==> src/sv/sha256_byte_stream_hasher_assert.svh <==
// Assertion macros for the SHA-256 byte stream hasher.
// Used by the top level only; needs clk and rst in scope.
`ifndef SHA256_BYTE_STREAM_HASHER_ASSERT_SVH
`define SHA256_BYTE_STREAM_HASHER_ASSERT_SVH
// implication checked on every edge out of reset
`define SHA_ASSERT_IMP(lbl, ante, cons) \
  lbl: assert property (@(posedge clk) disable iff (rst) (ante) |-> (cons)) \
    else $error("%m: check failed");
// next-cycle implication
`define SHA_ASSERT_NEXT(lbl, ante, cons) \
  lbl: assert property (@(posedge clk) disable iff (rst) (ante) |=> (cons)) \
    else $error("%m: check failed");
`endif

==> src/sv/sha_pkg.sv <==
// Package for the SHA-256 byte stream hasher: constants, round table, helpers.
// No dependencies.
package sha_pkg;
  localparam logic [31:0] IV [8] = '{32'h6a09e667, 32'hbb67ae85, 32'h3c6ef372, 32'ha54ff53a,
    32'h510e527f, 32'h9b05688c, 32'h1f83d9ab, 32'h5be0cd19};
  localparam logic [7:0] PAD_MARK = 8'h80;

  localparam logic [31:0] ROUND_K [64] = '{
    32'h428a2f98, 32'h71374491, 32'hb5c0fbcf, 32'he9b5dba5, 32'h3956c25b, 32'h59f111f1,
    32'h923f82a4, 32'hab1c5ed5, 32'hd807aa98, 32'h12835b01, 32'h243185be, 32'h550c7dc3,
    32'h72be5d74, 32'h80deb1fe, 32'h9bdc06a7, 32'hc19bf174, 32'he49b69c1, 32'hefbe4786,
    32'h0fc19dc6, 32'h240ca1cc, 32'h2de92c6f, 32'h4a7484aa, 32'h5cb0a9dc, 32'h76f988da,
    32'h983e5152, 32'ha831c66d, 32'hb00327c8, 32'hbf597fc7, 32'hc6e00bf3, 32'hd5a79147,
    32'h06ca6351, 32'h14292967, 32'h27b70a85, 32'h2e1b2138, 32'h4d2c6dfc, 32'h53380d13,
    32'h650a7354, 32'h766a0abb, 32'h81c2c92e, 32'h92722c85, 32'ha2bfe8a1, 32'ha81a664b,
    32'hc24b8b70, 32'hc76c51a3, 32'hd192e819, 32'hd6990624, 32'hf40e3585, 32'h106aa070,
    32'h19a4c116, 32'h1e376c08, 32'h2748774c, 32'h34b0bcb5, 32'h391c0cb3, 32'h4ed8aa4a,
    32'h5b9cca4f, 32'h682e6ff3, 32'h748f82ee, 32'h78a5636f, 32'h84c87814, 32'h8cc70208,
    32'h90befffa, 32'ha4506ceb, 32'hbef9a3f7, 32'hc67178f2};

  function automatic logic [31:0] rotr(input logic [31:0] x, input int n);
    rotr = (x >> n) | (x << (32 - n));
  endfunction

  // handshake from control to round core
  typedef struct packed {
    logic start;
    logic init;   // reload the chaining words with the initial values
  } core_ctl_t;

  typedef struct packed {
    logic busy;
    logic done;
  } core_sts_t;
endpackage

==> src/sv/sha_ram.sv <==
// Generic single-port-write, single-read RAM with registered read data.
// No dependencies.
module sha_ram #(
  parameter int WIDTH = 32,
  parameter int DEPTH = 16
) (
  input  logic                     clk,
  input  logic                     we,
  input  logic [$clog2(DEPTH)-1:0] waddr,
  input  logic [WIDTH-1:0]         wdata,
  input  logic [$clog2(DEPTH)-1:0] raddr,
  output logic [WIDTH-1:0]         rdata
);
  logic [WIDTH-1:0] mem [DEPTH];

  always_ff @(posedge clk) begin
    if (we) mem[waddr] <= wdata;
    rdata <= mem[raddr];
  end
endmodule

==> src/sv/sha_core.sv <==
// Round core: 64 rounds, each after its schedule reads, words held in a 16-entry RAM.
// Depends on sha_pkg and sha_ram. Block words are written into the RAM by the caller.
module sha_core
  import sha_pkg::*;
(
  input  logic             clk,
  input  logic             rst,
  input  core_ctl_t        ctl,
  output core_sts_t        sts,
  // word port into the schedule RAM while the core is idle
  input  logic             ld_we,
  input  logic [3:0]       ld_addr,
  input  logic [31:0]      ld_data,
  output logic [31:0]      chain [8]
);
  // rounds 0..15 read W[r] then run the round; rounds 16..63 read w16, w15, w7
  // and w2 over four phases of the one read port, then run the round and write back
  typedef enum logic [4:0] {
    S_IDLE = 5'b00001,
    S_RD   = 5'b00010,
    S_RND  = 5'b00100,
    S_FIN  = 5'b01000,
    S_DONE = 5'b10000
  } state_t;

  state_t      state;
  logic [5:0]  rnd;
  logic [1:0]  ph;
  logic [31:0] wa, wb, wc;      // gathered w16, w15, w7
  logic [31:0] v [8];
  logic        we;
  logic [3:0]  waddr, raddr;
  logic [31:0] wdata, rdata;
  logic [31:0] w, g0, g1, s0, s1, t1, t2, mj, ch;

  sha_ram #(.WIDTH(32), .DEPTH(16)) u_sched (
    .clk, .we, .waddr, .wdata, .raddr, .rdata
  );

  // read order for round >= 16: w16, w15, w7, w2 (one per phase, read data registered)
  always_comb begin
    raddr = rnd[3:0];
    if (rnd >= 6'd16) begin
      case (ph)
        2'd0:    raddr = rnd[3:0];
        2'd1:    raddr = 4'(rnd - 6'd15);
        2'd2:    raddr = 4'(rnd - 6'd7);
        default: raddr = 4'(rnd - 6'd2);
      endcase
    end
    g0 = rotr(wb, 7) ^ rotr(wb, 18) ^ (wb >> 3);
    g1 = rotr(rdata, 17) ^ rotr(rdata, 19) ^ (rdata >> 10);
    w  = (rnd < 6'd16) ? rdata : g1 + wc + g0 + wa;
    s1 = rotr(v[4], 6) ^ rotr(v[4], 11) ^ rotr(v[4], 25);
    s0 = rotr(v[0], 2) ^ rotr(v[0], 13) ^ rotr(v[0], 22);
    ch = (v[4] & v[5]) ^ (~v[4] & v[6]);
    mj = (v[0] & v[1]) ^ (v[0] & v[2]) ^ (v[1] & v[2]);
    t1 = v[7] + s1 + ch + ROUND_K[rnd] + w;
    t2 = s0 + mj;
    we    = ld_we;
    waddr = ld_addr;
    wdata = ld_data;
    if (state == S_RND && rnd >= 6'd16) begin
      we    = 1'b1;
      waddr = rnd[3:0];
      wdata = w;
    end
  end

  assign sts.busy = (state != S_IDLE);
  assign sts.done = (state == S_DONE);

  always_ff @(posedge clk) begin
    if (rst) begin
      state <= S_IDLE;
      rnd   <= '0;
      ph    <= '0;
      for (int i = 0; i < 8; i++) chain[i] <= IV[i];
    end else begin
      case (state)
        S_IDLE: if (ctl.init) begin
          for (int i = 0; i < 8; i++) chain[i] <= IV[i];
        end else if (ctl.start) begin
          for (int i = 0; i < 8; i++) v[i] <= chain[i];
          rnd   <= '0;
          ph    <= '0;
          state <= S_RD;
        end
        S_RD: begin
          // rdata shows the word addressed last cycle
          if (rnd >= 6'd16) begin
            case (ph)
              2'd1:    wa <= rdata;
              2'd2:    wb <= rdata;
              2'd3:    wc <= rdata;
              default: ;
            endcase
            ph <= ph + 2'd1;
            if (ph == 2'd3) state <= S_RND;
          end else begin
            state <= S_RND;
          end
        end
        S_RND: begin
          for (int i = 7; i > 0; i--) v[i] <= v[i-1];
          v[4] <= v[3] + t1;
          v[0] <= t1 + t2;
          rnd  <= rnd + 6'd1;
          ph   <= '0;
          state <= (rnd == 6'd63) ? S_FIN : S_RD;
        end
        S_FIN: begin
          for (int i = 0; i < 8; i++) chain[i] <= chain[i] + v[i];
          state <= S_DONE;
        end
        S_DONE: state <= S_IDLE;
        default: state <= S_IDLE;
      endcase
    end
  end
endmodule

==> src/sv/sha256_byte_stream_hasher.sv <==
// SHA-256 byte stream hasher.
// Input channel s_axis: one beat per item; tdata = {end_of_message, has_byte, data_byte}
// (data_byte in bits 7:0, has_byte bit 8, end_of_message bit 9, zero filled to 16 bits).
// Output channel m_axis: tdata = digest_word, tuser = word_index, tlast = last_word.
// Bytes gather into a 32-bit word; each completed word is written into the schedule
// RAM of the round core. A full block runs 64 rounds; rounds 0..15 read one schedule
// word and rounds 16..63 four (from the one-read-port schedule memory) before the
// round. Byte beats that do not close a block do not stall the input. An end beat
// pads (word writes up to the last word of the block), compresses once or twice, then
// shows eight digest words, one per beat; the output register holds while m_axis_tready
// is low and no input is taken until all eight have gone. The chaining words then
// return to the initial values. Reset is synchronous: it clears the fill and bit
// counters and loads the initial values; the block is ready in the cycle after.
module sha256_byte_stream_hasher
  import sha_pkg::*;
(
  input  logic        clk,
  input  logic        rst,
  input  logic        s_axis_tvalid,
  output logic        s_axis_tready,
  input  logic [15:0] s_axis_tdata,  // data_byte[7:0], has_byte[8], end_of_message[9]
  output logic        m_axis_tvalid,
  input  logic        m_axis_tready,
  output logic [31:0] m_axis_tdata,  // digest_word[31:0]
  output logic [2:0]  m_axis_tuser,  // word_index[2:0]
  output logic        m_axis_tlast
);
  typedef enum logic [5:0] {
    T_IN   = 6'b000001,
    T_CMP  = 6'b000010,
    T_PAD  = 6'b000100,
    T_CMP2 = 6'b001000,
    T_OUT  = 6'b010000,
    T_CLR  = 6'b100000
  } tstate_t;

  tstate_t     state;
  logic [5:0]  fill;
  logic [63:0] bits;
  logic [63:0] total;
  logic [31:0] acc;
  logic        fin;     // end pending after a block compress
  logic        second;  // pad in progress builds the length block
  logic [3:0]  pw;      // pad word index
  logic [2:0]  oidx;
  core_ctl_t   ctl;
  core_sts_t   sts;
  logic        ld_we;
  logic [3:0]  ld_addr;
  logic [31:0] ld_data, acc_next, pad_word;
  logic [31:0] chain [8];
  logic        take, hb, eom;
  logic [5:0]  pend;

  sha_core u_core (
    .clk, .rst, .ctl, .sts, .ld_we, .ld_addr, .ld_data, .chain
  );

  assign s_axis_tready = (state == T_IN) && !rst;
  assign take = s_axis_tvalid && s_axis_tready;
  assign hb   = s_axis_tdata[8];
  assign eom  = s_axis_tdata[9];

  // pad word for word pw given pending bytes in fill
  always_comb begin
    pad_word = '0;
    for (int b = 0; b < 4; b++) begin
      if ({pw, 2'(b)} < fill) pad_word[31-8*b -: 8] = acc[31-8*b -: 8];
      else if ({pw, 2'(b)} == fill && !second) pad_word[31-8*b -: 8] = PAD_MARK;
    end
    if (pw == 4'd14 && (second || fill < 6'd56)) pad_word = total[63:32];
    if (pw == 4'd15 && (second || fill < 6'd56)) pad_word = total[31:0];
    if (second) begin
      if (pw < 4'd14) pad_word = '0;
    end
  end

  always_comb begin
    acc_next = acc;
    acc_next[31 - 8*fill[1:0] -: 8] = s_axis_tdata[7:0];
    ld_we   = 1'b0;
    ld_addr = fill[5:2];
    ld_data = acc_next;
    pend    = fill + 6'd1;
    if (state == T_IN && take && hb && fill[1:0] == 2'd3) ld_we = 1'b1;
    if (state == T_PAD) begin
      ld_we   = 1'b1;
      ld_addr = pw;
      ld_data = pad_word;
    end
    ctl.start = (state == T_CMP || state == T_CMP2) && !sts.busy;
    ctl.init  = (state == T_CLR);
  end

  always_ff @(posedge clk) begin
    if (rst) begin
      state  <= T_IN;
      fill   <= '0;
      bits   <= '0;
      fin    <= 1'b0;
      second <= 1'b0;
      pw     <= '0;
      oidx   <= '0;
      m_axis_tvalid <= 1'b0;
    end else begin
      case (state)
        T_IN: if (take) begin
          if (hb) begin
            acc  <= acc_next;
            fill <= pend;
            if (fill == 6'd63) begin
              bits  <= bits + 64'd512;
              fin   <= eom;
              state <= T_CMP;
            end else if (eom) begin
              total <= bits + {55'd0, pend, 3'd0};
              pw    <= pend[5:2];
              state <= T_PAD;
            end
          end else if (eom) begin
            total <= bits + {55'd0, fill, 3'd0};
            pw    <= fill[5:2];
            state <= T_PAD;
          end
        end
        T_PAD: begin
          // words before pw already hold message bytes; mask partial word
          pw <= pw + 4'd1;
          if (pw == 4'd15) state <= T_CMP2;
        end
        T_CMP, T_CMP2: if (sts.done) begin
          if (state == T_CMP) begin
            fill <= '0;
            if (fin) begin
              fin   <= 1'b0;
              total <= bits;
              pw    <= '0;
              state <= T_PAD;
            end else begin
              state <= T_IN;
            end
          end else if (fill >= 6'd56 && !second) begin
            second <= 1'b1;
            pw     <= '0;
            state  <= T_PAD;
          end else begin
            oidx  <= '0;
            m_axis_tvalid <= 1'b1;
            m_axis_tdata  <= chain[0];
            m_axis_tuser  <= '0;
            m_axis_tlast  <= 1'b0;
            state <= T_OUT;
          end
        end
        T_OUT: if (m_axis_tready) begin
          if (oidx == 3'd7) begin
            m_axis_tvalid <= 1'b0;
            state <= T_CLR;
          end else begin
            oidx <= oidx + 3'd1;
            m_axis_tdata <= chain[oidx + 3'd1];
            m_axis_tuser <= oidx + 3'd1;
            m_axis_tlast <= (oidx == 3'd6);
          end
        end
        // core reloads the initial chaining words in this cycle
        T_CLR: begin
          fill   <= '0;
          bits   <= '0;
          second <= 1'b0;
          state  <= T_IN;
        end
        default: state <= T_IN;
      endcase
    end
  end

  `include "sha256_byte_stream_hasher_assert.svh"

  `SHA_ASSERT_IMP(a_no_in_while_out, m_axis_tvalid, !s_axis_tready)
  `SHA_ASSERT_IMP(a_last_idx, m_axis_tvalid && m_axis_tlast, m_axis_tuser == 3'd7)
  `SHA_ASSERT_NEXT(a_out_hold, m_axis_tvalid && !m_axis_tready, $stable(m_axis_tdata))
endmodule
==> config.mk <==
export PLATFORM = sky130hd
export DESIGN_NAME = sha256_byte_stream_hasher
export DESIGN_NICKNAME = d
export VERILOG_FILES = /design/src/sv/sha_pkg.sv /design/src/sv/sha_ram.sv /design/src/sv/sha_core.sv /design/src/sv/sha256_byte_stream_hasher.sv
export VERILOG_INCLUDE_DIRS = /design/src /design/src/sv
export SDC_FILE = /design/constraint.sdc
export NUM_CORES = 2
export LEC_CHECK = 0
export BUFFER_PORTS_ARGS = -buffer_cell sky130_fd_sc_hd__buf_2
export CAP_MARGIN = 20
export CELL_PAD_IN_SITES_DETAIL_PLACEMENT = 0
export CELL_PAD_IN_SITES_GLOBAL_PLACEMENT = 2
export CORE_AREA = 8 8 501 503
export CTS_BUF_LIST = sky130_fd_sc_hd__clkbuf_4
export DETAILED_ROUTE_END_ITERATION = 12
export DIE_AREA = 0 0 509 511
export HOLD_SLACK_MARGIN = 0.03
export PLACE_DENSITY = 0.7
export SLEW_MARGIN = 20
export SYNTH_ARGS = -nofsm -noshare
export SYNTH_HDL_FRONTEND = slang
export SYNTH_SLANG_ARGS = --single-unit
==> constraint.sdc <==
create_clock -name clk -period 14.4 [get_ports clk]
set_input_delay 0.72 -clock clk [delete_from_list [all_inputs] [get_ports clk]]
set_output_delay 0.72 -clock clk [all_outputs]
set_load 0.03 [all_outputs]
Word-level counts from Yosys, hierarchy flattened
Memory sizes are Yosys's and may differ from the RTL's. A register that Yosys moved wholly into a read port is not among the register bits.
Index checks and enable logic that the tools add are counted.

cells by class
  bitwise logic cells = 39
  muxes and demuxes = 136
  $lt $le $gt $ge = 11
  reductions and logical operators = 48
  equal/unequal tests = 49
  shifts and indexed selects = 2
  add/subtract/negate cells = 31

operators with widths
  cell                                                                     count
  32-bit two-way mux                                                       25
  64-bit two-way mux                                                       11
  32-bit adder                                                             18
  256-bit one-hot mux with 2 select lines                                  1
  32-bit bitwise XOR                                                       9
  256-bit two-way mux                                                      1
  64-bit one-hot mux with 2 select lines                                   2
  32-bit bitwise AND                                                       5
  64-bit by 9-bit adder with 64-bit output                                 2
  32-bit binary-select mux with 3-bit select                               1
  6-bit two-way mux                                                        15
  64-bit by 10-bit adder with 64-bit output, second input constant         1
  8-bit two-way mux                                                        8
  32-bit one-hot mux with 2 select lines                                   1
  4-bit two-way mux                                                        13
  8-bit by 34-bit variable shift with 39-bit output, first input constant  1
  8-bit by 34-bit indexed part select with 39-bit output                   1
  32-bit negator with 34-bit output                                        1
  32-bit bitwise mux                                                       1
  32-bit NOT                                                               1
  10-bit by 32-bit OR with 32-bit output                                   1
  13-bit by 32-bit OR with 32-bit output                                   1
  14-bit by 32-bit OR with 32-bit output                                   1
  15-bit by 32-bit OR with 32-bit output                                   1
  other kinds (76)                                                         194

storage, ports and cells
  memories = 3
  bits of input ports = 20
  memory bits (read-only) = 2048
  flip-flop bits (word level) = 583
  output and inout port bits = 38
  bits in writable memories = 768

memory list
  memory              words  width  rd ports  clocked after memory_dff  wr ports  RTL line        source
  (name not given)    64     32     1         0                         0         sha_core.sv:58  t1 = v[7] + s1 + ch + ROUND_K[rnd] + w;
  u_core.u_sched.mem  16     32     1         1                         1         sha_ram.sv:14   logic [WIDTH-1:0] mem [DEPTH];
  u_core.v            8      32     8         0                         8         sha_core.sv:30  logic [31:0] v [8];

Depth between registers and ports, before layout
  depth in word-level cells = 11
  gate-level depth with buffers = 41

By module
A second synthesis with hierarchy kept.

unflattened totals
  cell total of the unflattened synthesis = 7961
  area, all modules = 83327.4 µm²

by module, submodules not included
  module                     cells each  seq. area each (µm²)  area each (µm²)  instances
  sha_core                   5877        15955.3               51184.1          1
  sha_ram                    838         16015.4               19835.3          1
  sha256_byte_stream_hasher  1246        5415.2                12308.1          1

Worst setup path before layout
No wires, ideal clock.

  path type = flip-flop to flip-flop
  from = reg state[4]
  to = mem u_core.v[0][0] (enable)
  path buffers = 2
  period minus slack after synthesis = 13.409 ns
  path slack = 0.991 ns
  data arrival time = 12.531 ns
  library setup time = 0.877 ns
  stages on the path, launching flop included = 8
  cell sequence = dfxtp_1 -> clkbuf_1 -> or3_2 -> or3_1 -> clkbuf_1 -> nor3_1 -> nor2_1 -> nor2_1

RTL lines
  element                 RTL line                          source
  from (decl)             sha256_byte_stream_hasher.sv:37   tstate_t state;
  from (signal assigned)  sha256_byte_stream_hasher.sv:97   state <= T_IN;
  from (signal assigned)  sha256_byte_stream_hasher.sv:114  state <= T_CMP;
  from (signal assigned)  sha256_byte_stream_hasher.sv:118  state <= T_PAD;
  to (decl)               sha_core.sv:30

==> impl_results.md <==
* Vias in the first global route at 64100
* Post-synthesis cell type count at slightly below 100
* Vias at between 60000 and 70000
* Initial antenna violation count at 8
* Synth top area share at 0.353
* Drt pass-1 iters at 5
* Initial DRC Count at between 5000 and 6000
* Synth area leaders: edfxtp_1, dfxtp_1, ha_1
* Fraction of layout cells with a size suffix above 1 at 0.114
* H-Tree Level Count at 5
* WL/cell at roughly 25 microns
* Post-route cell area at just over 90000 sq um
* Endpoint class of the critical path: flip-flop
* Switching Share at 0.387
* Largest net degree at the start of global routing at 190
* Slew Limit Headroom at 0.0234
* Slowest CP cell: nor2_1
* Top_reg_cell synth: edfxtp_1
* Synth Net Count at between 9000 and 10000
* Logic pwr share at 0.396
* Fin crit share at 0.783
* Syn Std Cell Area at roughly 84000 sq um
* Pwr/cell area at ~140 nW/um^2
* Largest stage delay, worst path at approximately 0.73 ns
* Clk sinks at 1371
* Commonest non-fill, non-tap cell in the layout: nand2_1
* GRT Util Overall at 0.226
* Final WL at about 300000 microns
* RSZ-0062 raised after global routing: no
* CTS root buffer: clkbuf_4
* Die area at between 200000 and 300000 sq um
* Actual slew at the worst max-slew pin at roughly 1.5 ns
* Port bufs at slightly above 50
* Cts bufs inserted at between 300 and 400
* Most frequent cells in the layout: nand2_1, edfxtp_1, clkbuf_4, a21oi_1, nor2_1
* Final setup viols at 0
* Initial core utilization at 0.348
* Sequential Power Share at 0.331
* Area Growth Syn to Fin at 10.9%
* Min Tclk post-route at ~11 ns
* Drt drc at 0
* FMAX at around 0.089 GHz
* Internal power at 8.30 mW
* Max-Cap Viols at 0
* Final hold vios at 0
* Synth area leader: edfxtp_1
* Sequential area share after synthesis at 0.443
* Routability cong. at 0.902
* ANT nets after route at 0
* Hold WC Path Type: in -> reg
* Max IR drop VDD at roughly 0.00017 V
* Cells after synthesis at roughly 8400
* Clock Skews at around 0.11 ns
* Placed inst area at 88400 sq um
* Number of flops mapped to enable cells by yosys at around 1000
* Setup_tns at 0 ns
* Row cnt at ~180
* Clock latency at the later pin of the worst-skew pair at around 1.4 ns
* Clk pwr share at 0.272
* CP startpoint kind: flip-flop
* Die width at roughly 510 microns
* Routed vias/inst at 5.48
* Synth Warn # at 0
* CP Data Arrival Time at approximately 12 ns
* Fillcell total at 24200
* NumNets Final at just over 9000
* HPWL after detailed placement at ~210000 microns
* Avg Inst Size Synth at about 10 sq um
* Status: finished clean
* P_leak at roughly 37 nW
* Crit Path Max Fanout at 33
* Switch Pwr at ~5.2 mW
* CTS tree: done
* Async SR Flop Fraction at 0
* Grt ovf at 0
* Pins Over Slew Limit at 0
* Core area at roughly 240000 sq um
* I/O pin count at 58
* Post-CTS resize count at 0
* Global-route wire length before repair at between 400000 and 500000 microns
* Critical Setup Path Class: reg -> reg
* Worst Path Required at between 15 and 20 ns
* Synth Register Bits at about 1400
* Die Ht at a little over 500 microns
* Reg clk slew, reported paths at 0.07 ns
* CTS max path bufs at 4
power groups by stage:
stage,Combinational (mW),Sequential [mW],Clock (mW)
floorplan,3.70,4.53,0
global placement,5.25,4.57,0
detailed placement,5.26,4.57,0
CTS,5.32,4.49,3.81
global route,5.90,4.49,4.00
finish,5.36,4.49,3.69
final timing paths:
| path | from | end | slack (ns) | cells after the start |
|---|---|---|---|---|
| min | s_axis_tdata[3] | acc[11]$_DFFE_PP_ | 0.35 | 4 |
| max | u_core.rnd[0]$_SDFFE_PP0P_ | u_core.v[0][31]$_DFFE_PP_ | 3.12 | 34 |
| min reg2reg | bits[52]$_SDFFE_PP0P_ | total[52]$_DFFE_PP_ | 0.48 | 0 |
| max reg2reg | u_core.rnd[0]$_SDFFE_PP0P_ | u_core.v[0][31]$_DFFE_PP_ | 3.12 | 34 |
cells in the mapped netlist (all sizes together) (11+ instances only):
cell,n
mux4,67
a211oi,270
xor2,199
clkbuf,423
edfxtp,993
a211o,15
or4,12
nand3,143
and3,53
a31oi,50
nor3b,22
nor4,19
nor3,100
and4,14
o22ai,119
a221o,14
a21oi,604
o21bai,63
o31ai,37
a311oi,15
nand2b,146
nand4,45
maj3,30
or2,25
xnor2,427
a21boi,11
nor2b,158
or3,49
a221oi,58
a21o,200
ha,411
nor2,551
inv,370
a2111oi,13
nand3b,16
o21ai,407
fa,195
buf,72
mux2i,223
o211ai,38
dfxtp,378
nand2,1078
a22oi,90
and2,22
o21a,51
state kept, by name, summed over array words and instances (netlist names):
register,count
m_axis_tuser,3
u_core.wc,32
u_core.rnd,6
m_axis_tdata,32
u_core.ph,2
fin,1
oidx,3
acc,32
u_core.wa,32
m_axis_tvalid,1
u_core.wb,32
fill,6
pw,4
second,1
u_core.state,5
u_core.u_sched.rdata,32
u_core.chain,256
bits,55
u_core.u_sched.mem,512
u_core.v,256
state,6
m_axis_tlast,1
total,61
logic make-up (layout without fill, tap and decap cells):
group	Yosys count	in the layout	synth area share
xor gates and xnor gates	626	626	0.0650
muxes	292	292	0.0446
and+or+nand+nor	2466	2466	0.134
DFF	1371	1371	0.443
AOI/OAI and AO/OA	2166	2166	0.164
buffers and inverters	866	1301	0.0388
adders and majority gates	636	636	0.111
other	1	17	0.0000444
timing repair:
item | 4_1_cts | 5_1_grt
hold endpoints to repair | 117 | 0
hold buffers | 14 | 0
setup endpoints to repair | 0 | 0
setup buffers | 0 | 0
per-stage QoR:
| stage | power (mW) | util | setup slack, ns | hold slack (ns) | std cells |
|---|---|---|---|---|---|
| finish | 13.5 | 0.386 | 3.12 | 0.353 | 12100 |
| global placement | 9.82 | 0.364 | 3.33 | 0.467 | 11300 |
| floorplan | 8.23 | - | 0.991 | 0.441 | 8424 |
| CTS | 13.6 | 0.385 | 3.25 | 0.161 | 12100 |
| detailed placement | 9.83 | 0.364 | 3.28 | 0.468 | 11300 |
| global route | 14.4 | 0.386 | 2.38 | 0.225 | 12100 |
cell type report:
| cell class | count | area (sq um) | share of cell area |
|---|---|---|---|
| inverter | 371 | 1390 | 0.0149 |
| sequential | 1371 | 37400 | 0.400 |
| multi-input combinational | 6187 | 44100 | 0.471 |
| tap | 3202 | 4010 | 0.0428 |
| clock inverter | 101 | 447 | 0.00477 |
| clock buffer | 600 | 4500 | 0.0481 |
| timing repair buffer | 229 | 1690 | 0.0180 |
| antenna | 16 | 40.0 | 0.000428 |
critical path, delay by kind of cell (launching register included):
kind / cells / cell delay (ns)
buffers and inverters: 3 / 0.79
adders and majority gates: 8 / 3.47
DFF: 1 / 0.31
and+or+nand+nor: 8 / 2.14
xor gates and xnor gates: 2 / 0.50
AOI/OAI and AO/OA: 13 / 3.74
routing by layer:
layer | routed length [microns] | up-vias | track usage
met5 | 0 | - | 0
met1 | 146000 | 32800 | 0.335
met2 | 132000 | 2034 | 0.340
met4 | 6330 | 0 | 0.0528
met3 | 19200 | 358 | 0.0425
li1 | - | 31000 | -
No activity file was read; power rests on OpenSTA's default activity.
